`config.mk`:
```
export PLATFORM = sky130hd
export DESIGN_NAME = tqc_isqrt
export DESIGN_NICKNAME = d
export VERILOG_FILES = /design/src/rtl/tqc_pkg.sv /design/src/rtl/tqc_isqrt.sv
export SDC_FILE = /design/constraint.sdc
export NUM_CORES = 2
export LEC_CHECK = 0
export ABC_CLOCK_PERIOD_IN_PS = 11100
export BUFFER_PORTS_ARGS = -buffer_cell sky130_fd_sc_hd__buf_2
export CORE_MARGIN = 2
export CORE_UTILIZATION = 45
export DETAILED_ROUTE_END_ITERATION = 8
export GPL_ROUTABILITY_DRIVEN = 0
export HOLD_SLACK_MARGIN = 0.05
export PLACE_DENSITY_LB_ADDON = 0.12
export SYNTH_ARGS = -nofsm -noshare
export SYNTH_HDL_FRONTEND = slang
export SYNTH_SLANG_ARGS = --single-unit
```
`constraint.sdc`:
```
create_clock -name clk_i -period 11.1 [get_ports clk_i]
set_input_delay 1.11 -clock clk_i [delete_from_list [all_inputs] [get_ports clk_i]]
set_output_delay 1.11 -clock clk_i [all_outputs]
set_load 0.01 [all_outputs]
```
`src/rtl/tqc_pkg.sv`:
```
// ----------------------------------------------------------------------------
// Transform quantize codec package
// Beat types and fixed arithmetic widths shared by the codec modules.
// ----------------------------------------------------------------------------
package tqc_pkg;

  // Opcode values carried in the top bit of the input beat.
  localparam logic OP_ENCODE = 1'b0;
  localparam logic OP_DECODE = 1'b1;

  // Square root: 64-bit radicand, 32-bit root, pipelined over SQRT_STAGES.
  localparam int unsigned RAD_BITS    = 64;
  localparam int unsigned ROOT_BITS   = 32;
  localparam int unsigned SQRT_STAGES = 8;

  // Component magnitudes are Q.30 with a maximum of exactly one.
  localparam int unsigned COMP_BITS = 31;
  localparam logic [COMP_BITS-1:0] ONE_Q30 = 31'h4000_0000;

  // Division lane: one set-up stage and then quotient stages.
  localparam int unsigned DIV_STAGES     = 6;
  localparam int unsigned DIV_QUO_BITS   = 20;
  localparam int unsigned QUAT_FRAC_BITS = 15;

  // The dropped index sits at the top of the rotation word.
  localparam int unsigned INDEX_LSB = 30;

  typedef struct packed {
    logic                neg;
    logic [COMP_BITS-1:0] mag;
  } comp_t;

  typedef struct packed {
    logic               opcode;
    logic signed [31:0] position_x;
    logic signed [31:0] position_y;
    logic signed [31:0] position_z;
    logic signed [15:0] quat_x;
    logic signed [15:0] quat_y;
    logic signed [15:0] quat_z;
    logic signed [15:0] quat_w;
    logic signed [15:0] code_x;
    logic signed [15:0] code_y;
    logic signed [15:0] code_z;
    logic [31:0]        packed_rotation;
  } in_beat_t;

  typedef struct packed {
    logic signed [15:0] out_code_x;
    logic signed [15:0] out_code_y;
    logic signed [15:0] out_code_z;
    logic [31:0]        out_packed_rotation;
    logic signed [31:0] out_position_x;
    logic signed [31:0] out_position_y;
    logic signed [31:0] out_position_z;
    logic signed [15:0] out_quat_x;
    logic signed [15:0] out_quat_y;
    logic signed [15:0] out_quat_z;
    logic signed [15:0] out_quat_w;
  } out_beat_t;

endpackage

```
`src/rtl/tqc_isqrt.sv`:
```
// ----------------------------------------------------------------------------
// Pipelined integer square root
// Floor square root of a 64-bit radicand, a few root bits per stage.
// ----------------------------------------------------------------------------
module tqc_isqrt
  import tqc_pkg::*;
(
  input  logic                 clk_i,
  input  logic                 en_i,
  input  logic [RAD_BITS-1:0]  rad_i,
  output logic [ROOT_BITS-1:0] root_o
);

  localparam int unsigned STEPS    = ROOT_BITS / SQRT_STAGES;
  localparam int unsigned REM_BITS = ROOT_BITS + 4;

  typedef struct packed {
    logic [RAD_BITS-1:0]  rad;
    logic [REM_BITS-1:0]  rem;
    logic [ROOT_BITS-1:0] root;
  } sqrt_state_t;

  sqrt_state_t stage_d [SQRT_STAGES];
  sqrt_state_t stage_q [SQRT_STAGES];

  always_comb begin
    sqrt_state_t         st;
    logic [REM_BITS-1:0] shifted;
    logic [REM_BITS-1:0] trial;
    for (int s = 0; s < SQRT_STAGES; s++) begin
      if (s == 0) begin
        st = '{rad: rad_i, rem: '0, root: '0};
      end else begin
        st = stage_q[s-1];
      end
      for (int k = 0; k < STEPS; k++) begin
        shifted = {st.rem[REM_BITS-3:0], st.rad[RAD_BITS-1 -: 2]};
        trial   = REM_BITS'({st.root, 2'b01});
        if (shifted >= trial) begin
          st.rem  = shifted - trial;
          st.root = {st.root[ROOT_BITS-2:0], 1'b1};
        end else begin
          st.rem  = shifted;
          st.root = {st.root[ROOT_BITS-2:0], 1'b0};
        end
        st.rad = {st.rad[RAD_BITS-3:0], 2'b00};
      end
      stage_d[s] = st;
    end
  end

  always_ff @(posedge clk_i) begin
    if (en_i) begin
      for (int s = 0; s < SQRT_STAGES; s++) begin
        stage_q[s] <= stage_d[s];
      end
    end
  end

  assign root_o = stage_q[SQRT_STAGES-1].root;

endmodule

```
==> flow_summary_export.csv <==
group,metric,value,unit
outcome,status,"finished clean",
floorplan,fp.dieW,384,µm
cts,cts.path.max_buffers,3,
final_layout,stdcell_area,78900,µm²
cts,postCtsHoldBufs,0,
setup_path,crit_required,11.52,ns
final_layout,nFillCells,13400,
global_routing,grt_max_degree,170,
cts,clk_latency,0.68,ns
cts,cts_root_buffer,"clkbuf_16",
yosys,synth_cell_type_count,128,
yosys,synth_top_area_share,28.0,%
routing,vias_per_cell,5.94,
setup_path,cpMostUsedCell,"a21o_1",
min_path,hold_path_class,"reg2reg",
final_layout,drive_gt1_share,20.3,%
global_routing,gr-total-overflow,0,
yosys,synthFlopType,"edfxtp_1",
final_layout,final_common_cell,"buf_4",
sta,layout_worst_path_cycle_share,99.0,%
routing,wl_per_cell,20.6,µm
yosys,synth_warnings,0,
floorplan,initial_core_util,45.3,%
setup_path,worstPathArrival,11.41,ns
global_routing,grt_pass1_wl,339000,µm
setup_path,worst_path_max_delay_cell,"or4_4",
yosys,synthArstFlopShare,0,%
yosys,syn-cell-area,65000,µm²
yosys,avgSynthCellArea,8.32,µm²
placement,port_buffers,97,
floorplan,die_h,384,µm
sta,whs,0.388,ns
routing,ant_nets,0,
sta,fin_setup_tns,0,ns
sta,period_minus_slack,10.99,ns
yosys,synth_seq_area_share,28.0,%
cts,htreeDepth,3,
floorplan,pin_count,98,
global_routing,grt_pass1_vias,60300,
sta,clock_skew,0.0441,ns
floorplan,die_area,147000,µm²
sta,setup_viol,0,
power_and_ir_drop,leakage,33.7,nW
sta,tightest_slew,1.20,ns
cts,path_clk_slew,0.06,ns
global_routing,grt_antenna_before_repair,3,
final_layout,syn_to_final_growth,21.5,%
placement,dpl_cell_area,74700,µm²
cts,cts_buffers,73,
sta,maxSlewHeadroom,19.2,%
final_layout,largest_reg_flops,606,
placement,dp_hpwl,180000,µm
sta,clock.fmax,91.0,MHz
cts,cts.sinks,606,
final_layout,largestRegisters,"stage_q x606",
yosys,syn_inst,7803,
final_layout,utilization,55.0,%
setup_path,path_max_fanout,7,
setup_path,max_stage_delay,0.58,ns
routing,drc,0,
routing,vias,64000,
final_layout,final_cell_mix,"buf_4, a21oi_1, nor2_1",
power_and_ir_drop,ir_worst_vdd,0.000675,V
routing,drtPass1Iterations,8,
final_layout,largest_register,"stage_q",
cts,cts_tree,"built",
yosys,synth_area_leaders,"edfxtp_1, ha_1, xnor2_1",
routing,drtIter0Drc,5292,
run,cap_violations,0,
final_layout,antenna_cells,0,
setup_path,cp-start-kind,"flop",
sta,hold_viol,0,
routing,routed_wl,221000,µm
power_and_ir_drop,p_per_area,373,nW/µm²
yosys,synth_edf_count,606,
sta,final_max_slew_viol_count,0,
final_layout,nNetsFinal,9426,
setup_path,criticalPathCategory,"reg2reg",
setup_path,worstSetupEndpointType,"flop",
sta,rsz0062_at_grt,"true",
floorplan,core_area,143000,µm²
floorplan,rows,139,
yosys,synth_top_cell_by_area,"edfxtp_1",
yosys,ys_ff_latch,606,
global_routing,groute.usage.overall,28.9,%
final timing paths:
check | end | depth (start not counted) | start | slack (ns)
max | stage_q[1][307] | 54 | stage_q[1][173] | 0.11
min | stage_q[1][246] | 0 | stage_q[1][114] | 0.39
max reg2reg | stage_q[1][307] | 54 | stage_q[1][173] | 0.11
min reg2reg | stage_q[1][246] | 0 | stage_q[1][114] | 0.39
routing by layer:
| metal | up-vias | share of wire, % | track usage (%) |
|---|---|---|---|
| met5 | - | 0.0054 | 0 |
| met4 | 2 | 5.0 | 12.7 |
| met3 | 487 | 5.5 | 3.15 |
| met2 | 2081 | 46 | 47.0 |
| met1 | 30300 | 44 | 38.6 |
| li1 | 31100 | - | - |
stage by stage:
| stage | std cells | power [W] | worst slack, ns |
|---|---|---|---|
| 5_1_grt | 10800 | 0.0319 | -0.463 |
| 4_1_cts | 10700 | 0.0287 | 0.00294 |
| 6_report | 10800 | 0.0295 | 0.112 |
| 3_5_place_dp | 10600 | 0.0260 | -0.135 |
| 3_3_place_gp | 10600 | 0.0258 | -0.0206 |
| 2_1_floorplan | 7805 | 0.0183 | 0.00478 |
synth_stat cells, drive strengths merged, types with 17 or more instances:
master / n
nor4: 91
clkbuf: 187
xnor2: 502
mux2: 79
o21ai: 422
buf: 99
a211oi: 65
or4: 43
xor2: 268
ha: 560
nor2b: 88
nand2: 661
nand4: 153
and2: 67
o21bai: 76
inv: 366
and3: 92
edfxtp: 606
o2111ai: 30
or2: 63
a2111oi: 29
a31o: 21
a21boi: 29
nor3: 198
o211ai: 67
o211a: 20
o31ai: 61
o41ai: 17
nor2: 732
o22ai: 21
nand3: 209
and4: 32
a31oi: 100
nand2b: 120
or3: 82
nor3b: 31
a21oi: 776
o31a: 21
o21a: 74
nand4b: 22
nand3b: 18
a21o: 312
a211o: 32
mux2i: 30
nor4b: 24
cells by family (layout without fill, tap and decap cells):
kind of cell    after synthesis  after routing  synth area share, %
xor+xnor                    770            770                 10.4
buf+inv                     655           1705                 4.13
fa+ha+maj                   560            560                 10.8
simple gates               2762           2762                 21.5
compound gates             2340           2340                 23.4
flops                       606            606                 28.0
other cells                   1              3              0.00577
mux                         109            109                 1.83
cell type report:
cell class / count / area (µm²) / area share, %
Multi-Input combinational cell: 6544 / 45400 / 57.5
Sequential cell: 606 / 18200 / 23.1
Timing Repair Buffer: 1206 / 9070 / 11.5
Tap cell: 1903 / 2380 / 3.02
Clock buffer: 82 / 1860 / 2.36
Inverter: 369 / 1410 / 1.78
Clock inverter: 48 / 601 / 0.761
timing repair:
action,in CTS,in global routing
setup endpoints to repair,37,174
cloned,0,5
pin swaps,6,98
buffers inserted,6,55
resized for setup,16,287
worst max-delay path, delay by kind of cell, from the launching register on:
family / cells / cell delay (ns)
AO/OA/AOI/OAI: 23 / 3.79
AND/OR/NAND/NOR: 18 / 3.73
adder cells (fa/ha/maj): 4 / 1.10
buffers and inverters: 6 / 1.03
flip-flops: 1 / 0.55
XOR/XNOR: 2 / 0.27
multiplexers: 1 / 0.26
power by group:
part | total, W | switching [W] | internal [W]
Clock | 0.00247 | 0.00103 | 0.00144
Sequential | 0.00387 | 0.000438 | 0.00343
Combinational | 0.0231 | 0.0128 | 0.0104
No activity file was read; power rests on OpenSTA's default activity.
