[src/rtl/tqc_pkg.sv]
// ----------------------------------------------------------------------------
// Transform quantize codec package
// Beat types and fixed arithmetic widths shared by the codec modules.
// ----------------------------------------------------------------------------
package tqc_pkg;

  // Opcode values carried in the top bit of the input beat.
  localparam logic OP_ENCODE = 1'b0;
  localparam logic OP_DECODE = 1'b1;

  // Square root: 64-bit radicand, 32-bit root, pipelined over SQRT_STAGES.
  localparam int unsigned RAD_BITS    = 64;
  localparam int unsigned ROOT_BITS   = 32;
  localparam int unsigned SQRT_STAGES = 8;

  // Component magnitudes are Q.30 with a maximum of exactly one.
  localparam int unsigned COMP_BITS = 31;
  localparam logic [COMP_BITS-1:0] ONE_Q30 = 31'h4000_0000;

  // Division lane: one set-up stage and then quotient stages.
  localparam int unsigned DIV_STAGES     = 6;
  localparam int unsigned DIV_QUO_BITS   = 20;
  localparam int unsigned QUAT_FRAC_BITS = 15;

  // The dropped index sits at the top of the rotation word.
  localparam int unsigned INDEX_LSB = 30;

  typedef struct packed {
    logic                neg;
    logic [COMP_BITS-1:0] mag;
  } comp_t;

  typedef struct packed {
    logic               opcode;
    logic signed [31:0] position_x;
    logic signed [31:0] position_y;
    logic signed [31:0] position_z;
    logic signed [15:0] quat_x;
    logic signed [15:0] quat_y;
    logic signed [15:0] quat_z;
    logic signed [15:0] quat_w;
    logic signed [15:0] code_x;
    logic signed [15:0] code_y;
    logic signed [15:0] code_z;
    logic [31:0]        packed_rotation;
  } in_beat_t;

  typedef struct packed {
    logic signed [15:0] out_code_x;
    logic signed [15:0] out_code_y;
    logic signed [15:0] out_code_z;
    logic [31:0]        out_packed_rotation;
    logic signed [31:0] out_position_x;
    logic signed [31:0] out_position_y;
    logic signed [31:0] out_position_z;
    logic signed [15:0] out_quat_x;
    logic signed [15:0] out_quat_y;
    logic signed [15:0] out_quat_z;
    logic signed [15:0] out_quat_w;
  } out_beat_t;

endpackage

[src/rtl/tqc_div_lane.sv]
// ----------------------------------------------------------------------------
// Renormalising division lane
// Scales one component to Q1.15 by the quaternion length, rounded and
// saturated, with a restoring divider spread over several stages.
// ----------------------------------------------------------------------------
module tqc_div_lane
  import tqc_pkg::*;
(
  input  logic                  clk_i,
  input  logic                  en_i,
  input  comp_t                 comp_i,
  input  logic [ROOT_BITS-1:0]  len_i,
  output logic signed [15:0]    quat_o
);

  localparam int unsigned NUM_BITS    = COMP_BITS + QUAT_FRAC_BITS + 1;
  localparam int unsigned REM_BITS    = ROOT_BITS + 1;
  localparam int unsigned STEP_STAGES = DIV_STAGES - 1;
  localparam int unsigned STEPS       = DIV_QUO_BITS / STEP_STAGES;

  typedef struct packed {
    logic                    neg;
    logic [ROOT_BITS-1:0]    len;
    logic [REM_BITS-1:0]     rem;
    logic [DIV_QUO_BITS-1:0] quo;
  } div_state_t;

  logic [NUM_BITS-1:0] num_d;
  div_state_t          setup_d;
  div_state_t          setup_q;
  div_state_t          stage_d [STEP_STAGES];
  div_state_t          stage_q [STEP_STAGES];

  // Rounded numerator; the low bits ride in the quotient register and are
  // shifted out as quotient bits come in.
  always_comb begin
    num_d = (NUM_BITS'(comp_i.mag) << QUAT_FRAC_BITS) + NUM_BITS'(len_i >> 1);
    setup_d.neg = comp_i.neg;
    setup_d.len = len_i;
    setup_d.rem = REM_BITS'(num_d >> DIV_QUO_BITS);
    setup_d.quo = num_d[DIV_QUO_BITS-1:0];
  end

  always_comb begin
    div_state_t          st;
    logic [REM_BITS-1:0] shifted;
    for (int s = 0; s < STEP_STAGES; s++) begin
      if (s == 0) begin
        st = setup_q;
      end else begin
        st = stage_q[s-1];
      end
      for (int k = 0; k < STEPS; k++) begin
        shifted = {st.rem[REM_BITS-2:0], st.quo[DIV_QUO_BITS-1]};
        if (shifted >= REM_BITS'(st.len)) begin
          st.rem = shifted - REM_BITS'(st.len);
          st.quo = {st.quo[DIV_QUO_BITS-2:0], 1'b1};
        end else begin
          st.rem = shifted;
          st.quo = {st.quo[DIV_QUO_BITS-2:0], 1'b0};
        end
      end
      stage_d[s] = st;
    end
  end

  always_ff @(posedge clk_i) begin
    if (en_i) begin
      setup_q <= setup_d;
      for (int s = 0; s < STEP_STAGES; s++) begin
        stage_q[s] <= stage_d[s];
      end
    end
  end

  // Saturate to the int16 range; a positive full unit reads as 32767.
  always_comb begin
    logic [DIV_QUO_BITS-1:0] q;
    q = stage_q[STEP_STAGES-1].quo;
    if (stage_q[STEP_STAGES-1].neg) begin
      if (q > DIV_QUO_BITS'(32768)) begin
        quat_o = 16'sh8000;
      end else begin
        quat_o = 16'd0 - q[15:0];
      end
    end else begin
      if (q > DIV_QUO_BITS'(32767)) begin
        quat_o = 16'sh7fff;
      end else begin
        quat_o = q[15:0];
      end
    end
  end

endmodule

[config.mk]
export PLATFORM = sky130hd
export DESIGN_NAME = tqc_div_lane
export DESIGN_NICKNAME = d
export VERILOG_FILES = /design/src/rtl/tqc_pkg.sv /design/src/rtl/tqc_div_lane.sv
export SDC_FILE = /design/constraint.sdc
export NUM_CORES = 2
export LEC_CHECK = 0
export ABC_AREA = 1
export ABC_CLOCK_PERIOD_IN_PS = 8900
export BUFFER_PORTS_ARGS = -buffer_cell sky130_fd_sc_hd__buf_2
export CAP_MARGIN = 20
export CORE_UTILIZATION = 40
export CTS_CLUSTER_SIZE = 30
export DETAILED_ROUTE_END_ITERATION = 8
export GPL_TIMING_DRIVEN = 0
export PLACE_DENSITY = 0.58
export SLEW_MARGIN = 20
export SYNTH_ARGS = -nofsm -noshare
export SYNTH_HDL_FRONTEND = slang
export SYNTH_SLANG_ARGS = --single-unit
[constraint.sdc]
create_clock -name clk_i -period 8.9 [get_ports clk_i]
set_clock_uncertainty 0.1 [all_clocks]
set_input_delay 2.225 -clock clk_i [delete_from_list [all_inputs] [get_ports clk_i]]
set_output_delay 2.225 -clock clk_i [all_outputs]
set_load 0.01 [all_outputs]
==> summary.txt <==
STA
  • Max Freq: 0.112 GHz
  • Slew Limit Fails: 0
  • Worst Max-Slew Pin Slew: 1300 ps
  • Final Hold Vio Count: 0
  • Min Clock Period, post-route: 8900 ps
  • Unrepaired setup endpoints after global routing: yes
  • # setup viols final: 0
  • Period utilization: 100%
  • Max-slew headroom: between 10% and 20%

Routing
  • Router iterations before antenna repair: 8
  • DR vias: 64600
  • WL met2: 114000 µm
  • Met1 wire length: approximately 110000 µm
  • Total Wirelength: 256000 µm
  • Max Used Layer: met5
  • Met3 wire len: 18400 µm
  • Initial DRC Count: 5664
  • Post-route ant nets: 0
  • WL/cell: approximately 22 µm
  • Post-DR vias/cell: 5.59
  • Residual DRC count: 0

Run status
  • Status: complete, no violations

Synthesis
  • YS warnings: 0
  • Ys flop type: edfxtp_1
  • Largest area contributor in the netlist: edfxtp_1
  • Post-synth EDFFs: 387
  • Synth top area share: 20.4%
  • Post-synthesis sequential area ratio: 20.4%
  • Cell area after technology mapping: between 50000 and 60000 µm²
  • FF+latch count, synth: 387
  • Asr flop ratio synth: 0%
  • Synthesized Nets: 9571
  • Cells after Synth: 8832
  • Synth unique cells: 72
  • Syn Area/Cell: 6.45 µm²
  • Synth area leaders: edfxtp_1 20%, nand2_1 18%, ha_1 14%, inv_1 7.6%, a21oi_1 6.0%

Clocking
  • CTS Buf Count: 48
  • Root Driver: clkbuf_16
  • TritonCTS Sinks: 387
  • H-tree depth: 2
  • Clk slew on worst S/H paths: 60 ps
  • Clock Latency Late Sink: 660 ps
  • Clock buffer depth: 3
  • Post-CTS Hold Buffers: 0
  • CTS tree: built

Floorplanning
  • Row cnt: 138
  • Initial core utilization: 40.3%
  • DIE HEIGHT: 379 µm
  • # IOs: 82
  • Total die area: 144000 µm²
  • Die Wd: 379 µm
  • Core Area: 141000 µm²

Cells and area
  • Register area: 11600 µm²
  • Share of cells above drive strength 1: about 29%
  • Area growth from synthesis to layout: 37.8%
  • Area taken by multi-input logic gates: 50000 µm²
  • Fin util: 55.5%
  • Most common cell after layout, fill and taps aside: nand2_1
  • Nets: ~10000
  • FILL cells: roughly 14000
  • Most frequent cells in the layout: 2339 x nand2_1, 954 x inv_1, 593 x buf_4

Critical path
  • Worst R2R Start: setup_q[54]$_DFFE_PP_
  • Crit Path Class: reg2reg
  • Worst-path fanout max: 8
  • Critical path required time: 9310 ps
  • Critical Path Source: setup_q[54]$_DFFE_PP_
  • Worst reg2reg setup slack: ~1.2 ps
  • Startpoint Class: flop
  • R2R cell count: 59
  • Worst EP arrival: 9310 ps
  • Crit-path max cell delay: 410 ps
  • CP Capture Type: flop
  • FF-to-FF End: stage_q[0][47]$_DFFE_PP_
  • CP max stage cell: fa_2
  • Most common cell type on the critical path: nand2_2

Hold path
  • WHS Endpoint: stage_q[0][178]$_DFFE_PP_
  • Worst Hold Depth: 0
  • Hold Path Class: reg2reg
  • Worst hold start: stage_q[0][88]$_DFFE_PP_

Placed design
  • Port Buffers: 81
  • DP HPWL: 200000 µm
  • GP Congestion: 1.00

Global route
  • Pin count of the biggest net entering global routing: about 100
  • Global route overflow: 0
  • Vias in the first global route: 58500
  • First-pass GRT wire length: about 360000 µm
  • Total GRT Usage: 33.3%
  • Initial antenna violation count: 7

Job
  • Maximum Capacitance Violations: 0
[per-layer routing]
metal / GRT usage (%) / vias to the layer above
li1: - / 31000
met1: 44.9 / 30600
met2: 53.5 / 2452
met3: 3.86 / 525
met4: 14.0 / 2
met5: 0 / -
[final cells by class]
cell class | instances | area share [%]
multi-input combinational | 7148 | 63.7
antenna | 2 | 0.00637
timing repair buffer | 741 | 8.02
clock inverter | 39 | 0.656
tap | 1890 | 3.01
timing repair inverter | 1 | 0.0112
clock buffer | 49 | 1.53
buffer | 131 | 2.13
sequential | 387 | 14.8
inverter | 1167 | 6.16
[state kept, by name (all words and copies together), names as in the netlist]
signal   count
setup_q     65
stage_q    322
[how the worst max path moves through the flow]
stage	to	slack, ps
finish	stage_q[0][47]$_DFFE_PP_	1
global route	stage_q[0][47]$_DFFE_PP_	-270
CTS	stage_q[0][125]$_DFFE_PP_	-50
detailed placement	stage_q[0][50]$_DFFE_PP_	-3610
global placement	stage_q[0][50]$_DFFE_PP_	-3560
floorplan	stage_q[0][34]$_DFFE_PP_	590
[kinds of logic after synthesis]
group           share of synthesized area, %
compound gates                          15.8
fa+ha+maj                               15.0
flops                                   20.4
simple gates                            32.1
buf+inv                                 9.19
xor+xnor                                7.52
[cell usage after synthesis (14+ instances only)]
library cell and instances:
xnor2_1 201, nor3_1 108, o21a_1 59, a211oi_1 14, o21ai_1 82, nand2_2 16, clkbuf_1 19, buf_6 19
o21ai_0 481, a21o_1 52, a21oi_2 15, a21boi_0 27, nand3b_1 39, a31oi_1 40, xor2_1 288, nand4_1 88
ha_1 653, a21oi_1 680, o21bai_1 54, nand2_1 2799, buf_4 41, nand3_1 517, edfxtp_1 387, buf_2 49
o211ai_1 16, inv_1 1150, or2_2 52, a221oi_1 17, nor2_1 657, fa_1 20, nor4_1 48
[through the flow]
step | area (µm²) | std cells | hold slack, ps | setup slack (ps) | setup TNS, ps
after floorplan | 57000 | 8832 | 300 | 589 | 0
after global placement | 59800 | 10800 | 301 | -3560 | -503450
after detailed placement | 59900 | 10800 | 305 | -3610 | -363970
after CTS | 69500 | 11200 | 311 | -52.1 | -276
after global routing | 78500 | 11600 | 312 | -271 | -24590
final | 78500 | 11600 | 310 | 1.23 | 0
[worst max-delay path: cells and delay by family, from the launching register on]
| family | cells | cell delay [ps] |
|---|---|---|
| adders and majority gates | 4 | 1330 |
| and+or+nand+nor | 29 | 3190 |
| buffers and inverters | 13 | 1690 |
| AOI/OAI and AO/OA | 13 | 2020 |
| DFF | 1 | 360 |
[repair_timing]
action	CTS	global route
setup endpoints to repair	134	133
cloned	12	18
gates resized for setup	1207	1423
buffers inserted	317	314
pin swaps	164	494
Power is left out: the tool's default activity adds up to more than one toggle a clock period on the data nets, which glitch-free logic cannot reach.
