===== config.mk =====
export PLATFORM = sky130hd
export DESIGN_NAME = tqc_delay
export DESIGN_NICKNAME = d
export VERILOG_FILES = /design/src/rtl/tqc_delay.sv
export SDC_FILE = /design/constraint.sdc
export NUM_CORES = 1
export LEC_CHECK = 0
export BUFFER_PORTS_ARGS = -buffer_cell sky130_fd_sc_hd__buf_2
export CORE_MARGIN = 2
export CORE_UTILIZATION = 41
export CTS_CLUSTER_SIZE = 30
export DETAILED_ROUTE_END_ITERATION = 12
export PLACE_DENSITY = 0.7
export SLEW_MARGIN = 20
export SYNTH_ARGS = -nofsm -noshare
export SYNTH_HDL_FRONTEND = slang
export SYNTH_SLANG_ARGS = --single-unit

===== constraint.sdc =====
create_clock -name clk_i -period 0.8 [get_ports clk_i]
set_clock_uncertainty 0.1 [all_clocks]
set_input_delay 0.16 -clock clk_i [delete_from_list [all_inputs] [get_ports clk_i]]
set_output_delay 0.16 -clock clk_i [all_outputs]
set_load 0.005 [all_outputs]

===== src/rtl/tqc_delay.sv =====
// ----------------------------------------------------------------------------
// Sideband delay line
// Carries payload alongside the arithmetic units, one register per stage.
// ----------------------------------------------------------------------------
module tqc_delay #(
  parameter int unsigned WIDTH = 8,
  parameter int unsigned DEPTH = 2
) (
  input  logic             clk_i,
  input  logic             en_i,
  input  logic [WIDTH-1:0] data_i,
  output logic [WIDTH-1:0] data_o
);

  logic [WIDTH-1:0] stage_q [DEPTH];

  always_ff @(posedge clk_i) begin
    if (en_i) begin
      stage_q[0] <= data_i;
      for (int s = 1; s < DEPTH; s++) begin
        stage_q[s] <= stage_q[s-1];
      end
    end
  end

  assign data_o = stage_q[DEPTH-1];

endmodule


==> flow_summary_export.csv, run 1 <==
group,metric,value,unit
power,p_int,0.00121,W
logic_synthesis,synth_fa_ha_area_frac,0,
floorplanning,die_h,40.3,um
sta,fin_crit_sh,1.31,
critical_path,cp_slowest_cell,"edfxtp_1",
sta,hold_viol,8,
cells_and_area,largest_register_ffs,16,
logic_synthesis,synth_mux_area_frac,0,
logic_synthesis,syn_area,541,sq um
logic_synthesis,synth_ff_type,"edfxtp_1",
logic_synthesis,synthMostInstantiatedCell,"edfxtp_1",
sta,max_freq,957,MHz
drt,drtAntennaViolNets,0,
logic_synthesis,yosys_warnings,0,
hold_path,hp-class,"in -> reg",
drt,drtPass1Iterations,1,
logic_synthesis,synth_edf_count,16,
power,powerDensity,2350,nW/um^2
critical_path,cp.required,0.54,ns
critical_path,worst-path-max-fanout,1,
cells_and_area,diodes,0,
power,netSwitchingPower,0.000269,W
place,dp.cells,49,
place,port_buffers,17,
logic_synthesis,syn_nets,34,
floorplanning,die_area,1620,sq um
logic_synthesis,synthArstFlopShare,0,
cells_and_area,finalInstanceArea,631,sq um
critical_path,max_stage_delay,0.38,ns
cells_and_area,fill_cells,115,
drt,routed_wl,575,um
clock_network,cts_buffers,3,
global_route,grt_overflow,0,
sta,max_slew.worst_pin.slew,0.0882,ns
sta,worst_hold_slack,-0.0460,ns
floorplanning,io_pins,18,
sta,tns,-1.81,ns
power,switching_share,0.182,
power,clkPwrFrac,0.272,
logic_synthesis,synth_compound_gate_area_share,0,
power,seqPwrFrac,0.678,
floorplanning,start_util,0.426,
clock_network,cts_tree,"done",
clock_network,clock_sinks,16,
logic_synthesis,syn_avg_cell_area,22.5,sq um
logic_synthesis,yosysSeqAreaShare,0.889,
power,leakage,0.248,nW
hold_path,holdPathStages,1,
floorplanning,core-area,1270,sq um
cells_and_area,area_delta_synth_final,16.7,%
sta,rsz0062_at_grt,"yes",
logic_synthesis,synthXorXnorAreaFrac,0,
critical_path,path_depth,1,
sta,relSlewSlack,0.941,
critical_path,cp-end-kind,"output port",
clock_network,cts.repair.resized,0,
logic_synthesis,synthTopCellsByArea,"edfxtp_1, buf_4",
critical_path,start_kind,"flop",
place,place_area,604,sq um
clock_network,clk_pin_slew,0.09,ns
logic_synthesis,yosysTopAreaCell,"edfxtp_1",
critical_path,rr_worst_depth,0,
sta,setup_viol,8,
critical_path,crit_family,"flip-flops",
status,status,"finished with violations",
clock_network,insertion_delay,0.27,ns
cells_and_area,layout.nets,49,
critical_path,crit_buf_inv,1,
global_route,grt_pass1_vias,199,
power,peakVddDrop,1180,uV
logic_synthesis,synth_common_cells,"edfxtp_1, buf_4",
global_route,antenna_found_initial,0,
drt,drc_errors,0,
place,gp_congestion,0.611,
run,cap_violations,0,
global_route,grtUsageTotal,0.0787,
logic_synthesis,syn_inst,24,
logic_synthesis,ys_types,2,
cells_and_area,largest_register,"stage_q",
clock_network,clock_path_buffers,2,
logic_synthesis,synth_top_area_frac,0.889,
global_route,grt_pass1_wl,759,um
cells_and_area,top_regs,"stage_q x16",
sta,period_needed,1.04,ns
drt,first_iter_violations,0,
logic_synthesis,ys_ff_latch,16,
cells_and_area,multi_input_area,0,sq um
critical_path,setup.worst_path.class,"reg -> out",
drt,via_per_inst,4.04,
cells_and_area,fin_cells,53,
cells_and_area,multi_input_cells,0,
floorplanning,rows,13,
clock_network,root_buffer,"clkbuf_4",
drt,drt-wirelength-per-cell,10.8,um
status,violations,"hold timing, setup timing",
critical_path,crit_chain,"buf_2",
drt,vias,214,
logic_synthesis,synthSimpleGateAreaFrac,0,
clock_network,h-tree-depth,1,
cells_and_area,drive_gt1_frac,0.553,
global_route,grt_max_degree,17,
power,combinationalPowerShare,0.050,
floorplanning,die_w,40.3,um
cells_and_area,fin_util,0.497,
logic_synthesis,synth_top_family_by_area,"buffers and inverters",
clock_network,cts_setup_buffers,0,
sta,final_max_slew_viol_count,0,
critical_path,worst_ep_arrival_time,0.78,ns
sta,setup_ws,-0.245,ns
-- kinds of logic after synthesis --
logic type and count (synthesis):
buf+inv 8, flops 16
-- power groups by stage --
stage               Clock [W]  Combinational (W)  Sequential [W]
floorplan                   0          0.0000398         0.00102
global placement            0          0.0000729         0.00102
detailed placement          0          0.0000756         0.00103
CTS                  0.000413          0.0000756         0.00101
global route         0.000444          0.0000829         0.00101
finish               0.000404          0.0000738         0.00101
-- final cells by class --
type                    count  area (sq um)  area share
flip-flops and latches     16           480       0.762
well taps                  15          18.8      0.0298
clock inverters             1          3.75     0.00595
clock buffers               3          22.5      0.0357
repair buffers             18           105       0.167
-- path summary, 6_finish.rpt --
check / endpoint / startpoint / slack, ns
max: data_o[7] / stage_q[0][15]$_DFFE_PP_ / -0.24
min: stage_q[0][7]$_DFFE_PP_ / data_i[7] / -0.05
max reg2reg: stage_q[0][8]$_DFFE_PP_ / stage_q[0][0]$_DFFE_PP_ / 0.07
min reg2reg: stage_q[0][10]$_DFFE_PP_ / stage_q[0][2]$_DFFE_PP_ / 0.33
-- layout by cell type, fill, tap and decap left out, drive strengths merged --
| cell | netlist | layout |
|---|---|---|
| clkbuf | 0 | 3 |
| edfxtp | 16 | 16 |
| buf | 8 | 18 |
| clkinv | 0 | 1 |
-- routing by layer --
| layer | part of all wire | GRT usage | routed length, um |
|---|---|---|---|
| met3 | 0.087 | 0 | 50 |
| met1 | 0.39 | 0.0824 | 225 |
| met5 | 0 | 0 | 0 |
| met2 | 0.52 | 0.129 | 299 |
| met4 | 0 | 0.100 | 0 |
-- stage by stage --
stage	power [W]	setup WS, ns
floorplan	0.00106	0.0729
global placement	0.00109	0.00271
detailed placement	0.00110	-0.0103
CTS	0.00150	-0.255
global route	0.00154	-0.283
finish	0.00148	-0.245
(Power assumes the default switching activity.)
==> run 2, diff against run 1 <==
--- a/config.mk
+++ b/config.mk
@@ -5,6 +5,7 @@
 export SDC_FILE = /design/constraint.sdc
 export NUM_CORES = 1
 export LEC_CHECK = 0
+export ABC_AREA = 1
 export BUFFER_PORTS_ARGS = -buffer_cell sky130_fd_sc_hd__buf_2
 export CORE_MARGIN = 2
 export CORE_UTILIZATION = 41
==> constraint.sdc (replaced) <==
create_clock -name clk_i -period 0.95 [get_ports clk_i]
set_clock_uncertainty 0.1 [all_clocks]
set_input_delay 0.19 -clock clk_i [delete_from_list [all_inputs] [get_ports clk_i]]
set_output_delay 0.19 -clock clk_i [all_outputs]
set_load 0.005 [all_outputs]
==> run 2 against run 1 <==
Net effect: the flow finishes with violations (setup timing); highest routed layer is now met4; critical path depth is the same; design area grew 9.5%; worst hold slack gained 0.28 ns.
==> flow_summary_export.csv, run 2 (same netlist as run 1, synthesis figures left out) <==
group,metric,value,unit
clock_network,cts_tree,"done",
critical_path,start_kind,"flop",
critical_path,max_stage_delay,0.37,ns
global_route,grt_pass1_vias,227,
sta,final_max_slew_viol_count,0,
cells_and_area,fill_cells,107,
clock_network,clock_sinks,16,
drt,met3WireLength,34,um
cells_and_area,diodes,0,
cells_and_area,multi_input_area,0,sq um
drt,via_per_inst,4.20,
cells_and_area,multi_input_cells,0,
cells_and_area,final_cell_mix,"buf_2, edfxtp_1, dlygate4sd3_1",
power,total_power,0.00126,W
sta,period_needed,1.06,ns
sta,max_freq,940,MHz
sta,rsz0062_at_grt,"yes",
drt,drtAntennaViolNets,0,
floorplanning,start_util,0.426,
sta,fin_crit_sh,1.12,
drt,drt-wirelength-per-cell,9.87,um
critical_path,crit_buf_inv,1,
clock_network,h-tree-depth,1,
place,post-place-ws,0.0215,ns
run,cap_violations,0,
cells_and_area,final_common_cell,"buf_2",
critical_path,worst-path-max-fanout,1,
sta,tns,-0.799,ns
drt,met2WireLength,320,um
global_route,antenna_found_initial,0,
critical_path,crit_family,"flip-flops",
cells_and_area,area_delta_synth_final,27.8,%
cells_and_area,largest_register,"stage_q",
clock_network,insertion_delay,0.27,ns
floorplanning,core-area,1270,sq um
critical_path,crit_chain,"buf_2",
power,powerDensity,1820,nW/um^2
critical_path,worst_ep_arrival_time,0.77,ns
sta,worst_hold_slack,0.233,ns
floorplanning,io_pins,18,
global_route,grt_max_degree,17,
cells_and_area,top_regs,"stage_q x16",
floorplanning,die_w,40.3,um
power,leakage,0.272,nW
sta,max_slew.worst_pin.slew,0.329,ns
clock_network,clock_path_buffers,2,
drt,drtPass1Iterations,3,
drt,vias,252,
power,peakVddDrop,831,uV
clock_network,cts_buffers,3,
global_route,grt_pass1_wl,828,um
floorplanning,die_area,1620,sq um
floorplanning,die_h,40.3,um
hold_path,hp-class,"in -> reg",
critical_path,setup.worst_path.class,"reg -> out",
drt,highest_layer,"met4",
global_route,grt_overflow,0,
place,place_area,584,sq um
sta,setup_viol,8,
drt,drc_errors,0,
place,gp_congestion,0.611,
clock_network,cts_setup_buffers,0,
clock_network,root_buffer,"clkbuf_4",
clock_network,clk_pin_slew,0.08,ns
cells_and_area,regArea,480,sq um
drt,routed_wl,592,um
floorplanning,rows,13,
drt,wl_met1,217,um
critical_path,cp.required,0.66,ns
cells_and_area,drive_gt1_frac,0.444,
cells_and_area,finalInstanceArea,691,sq um
drt,first_iter_violations,5,
status,violations,"setup timing",
critical_path,cp-end-kind,"output port",
status,status,"finished with violations",
sta,setup_ws,-0.114,ns
global_route,grtUsageTotal,0.0859,
place,port_buffers,17,
sta,relSlewSlack,0.781,
cells_and_area,layout.nets,56,
critical_path,cp_slowest_cell,"edfxtp_1",
cells_and_area,largest_register_ffs,16,
sta,hold_viol,0,
-- run 2: cell types whose count changed in the layout (fill, tap and decap cells not counted), sizes merged --
cell         previous run  this run
buf                    18        17
dlygate4sd3             0         8
-- run 2: worst paths after layout --
kind | start | end | slack, ns | cells past startpoint
setup / recovery | stage_q[0][15]$_DFFE_PP_ | data_o[7] | -0.11 | 1
hold / removal | en_i | stage_q[0][8]$_DFFE_PP_ | 0.23 | 1
setup reg to reg | stage_q[0][7]$_DFFE_PP_ | stage_q[0][15]$_DFFE_PP_ | 0.22 | 0
hold reg to reg | stage_q[0][5]$_DFFE_PP_ | stage_q[0][13]$_DFFE_PP_ | 0.33 | 0
-- run 2: what timing repair did --
action	4_1_cts	5_1_grt
hold buffers	8	0
gates resized for setup	0	0
setup endpoints to repair	8	8
hold endpoints to repair	8	0
-- run 2: cell type report --
class	count	area share
Timing Repair Buffer	25	0.239
Clock buffer	3	0.0326
Clock inverter	1	0.00543
Sequential cell	16	0.696
Tap cell	15	0.0272
-- run 2: per-stage QoR --
step	util	cells
after floorplan	-	24
after global placement	0.461	48
after detailed placement	0.461	48
after CTS	0.544	60
after global routing	0.544	60
final	0.544	60
-- run 2: layer usage --
| layer | global-route usage | vias to the layer above |
|---|---|---|
| li1 | - | 122 |
| met1 | 0.0902 | 115 |
| met2 | 0.133 | 13 |
| met3 | 0 | 2 |
| met4 | 0.125 | 0 |
| met5 | 0 | - |
-- run 2: where the power goes --
part,internal (W),switching [W],total (W)
clock network,0.000152,0.000179,0.000331
registers,0.000836,0.0000111,0.000847
logic,0.0000480,0.0000290,0.0000770
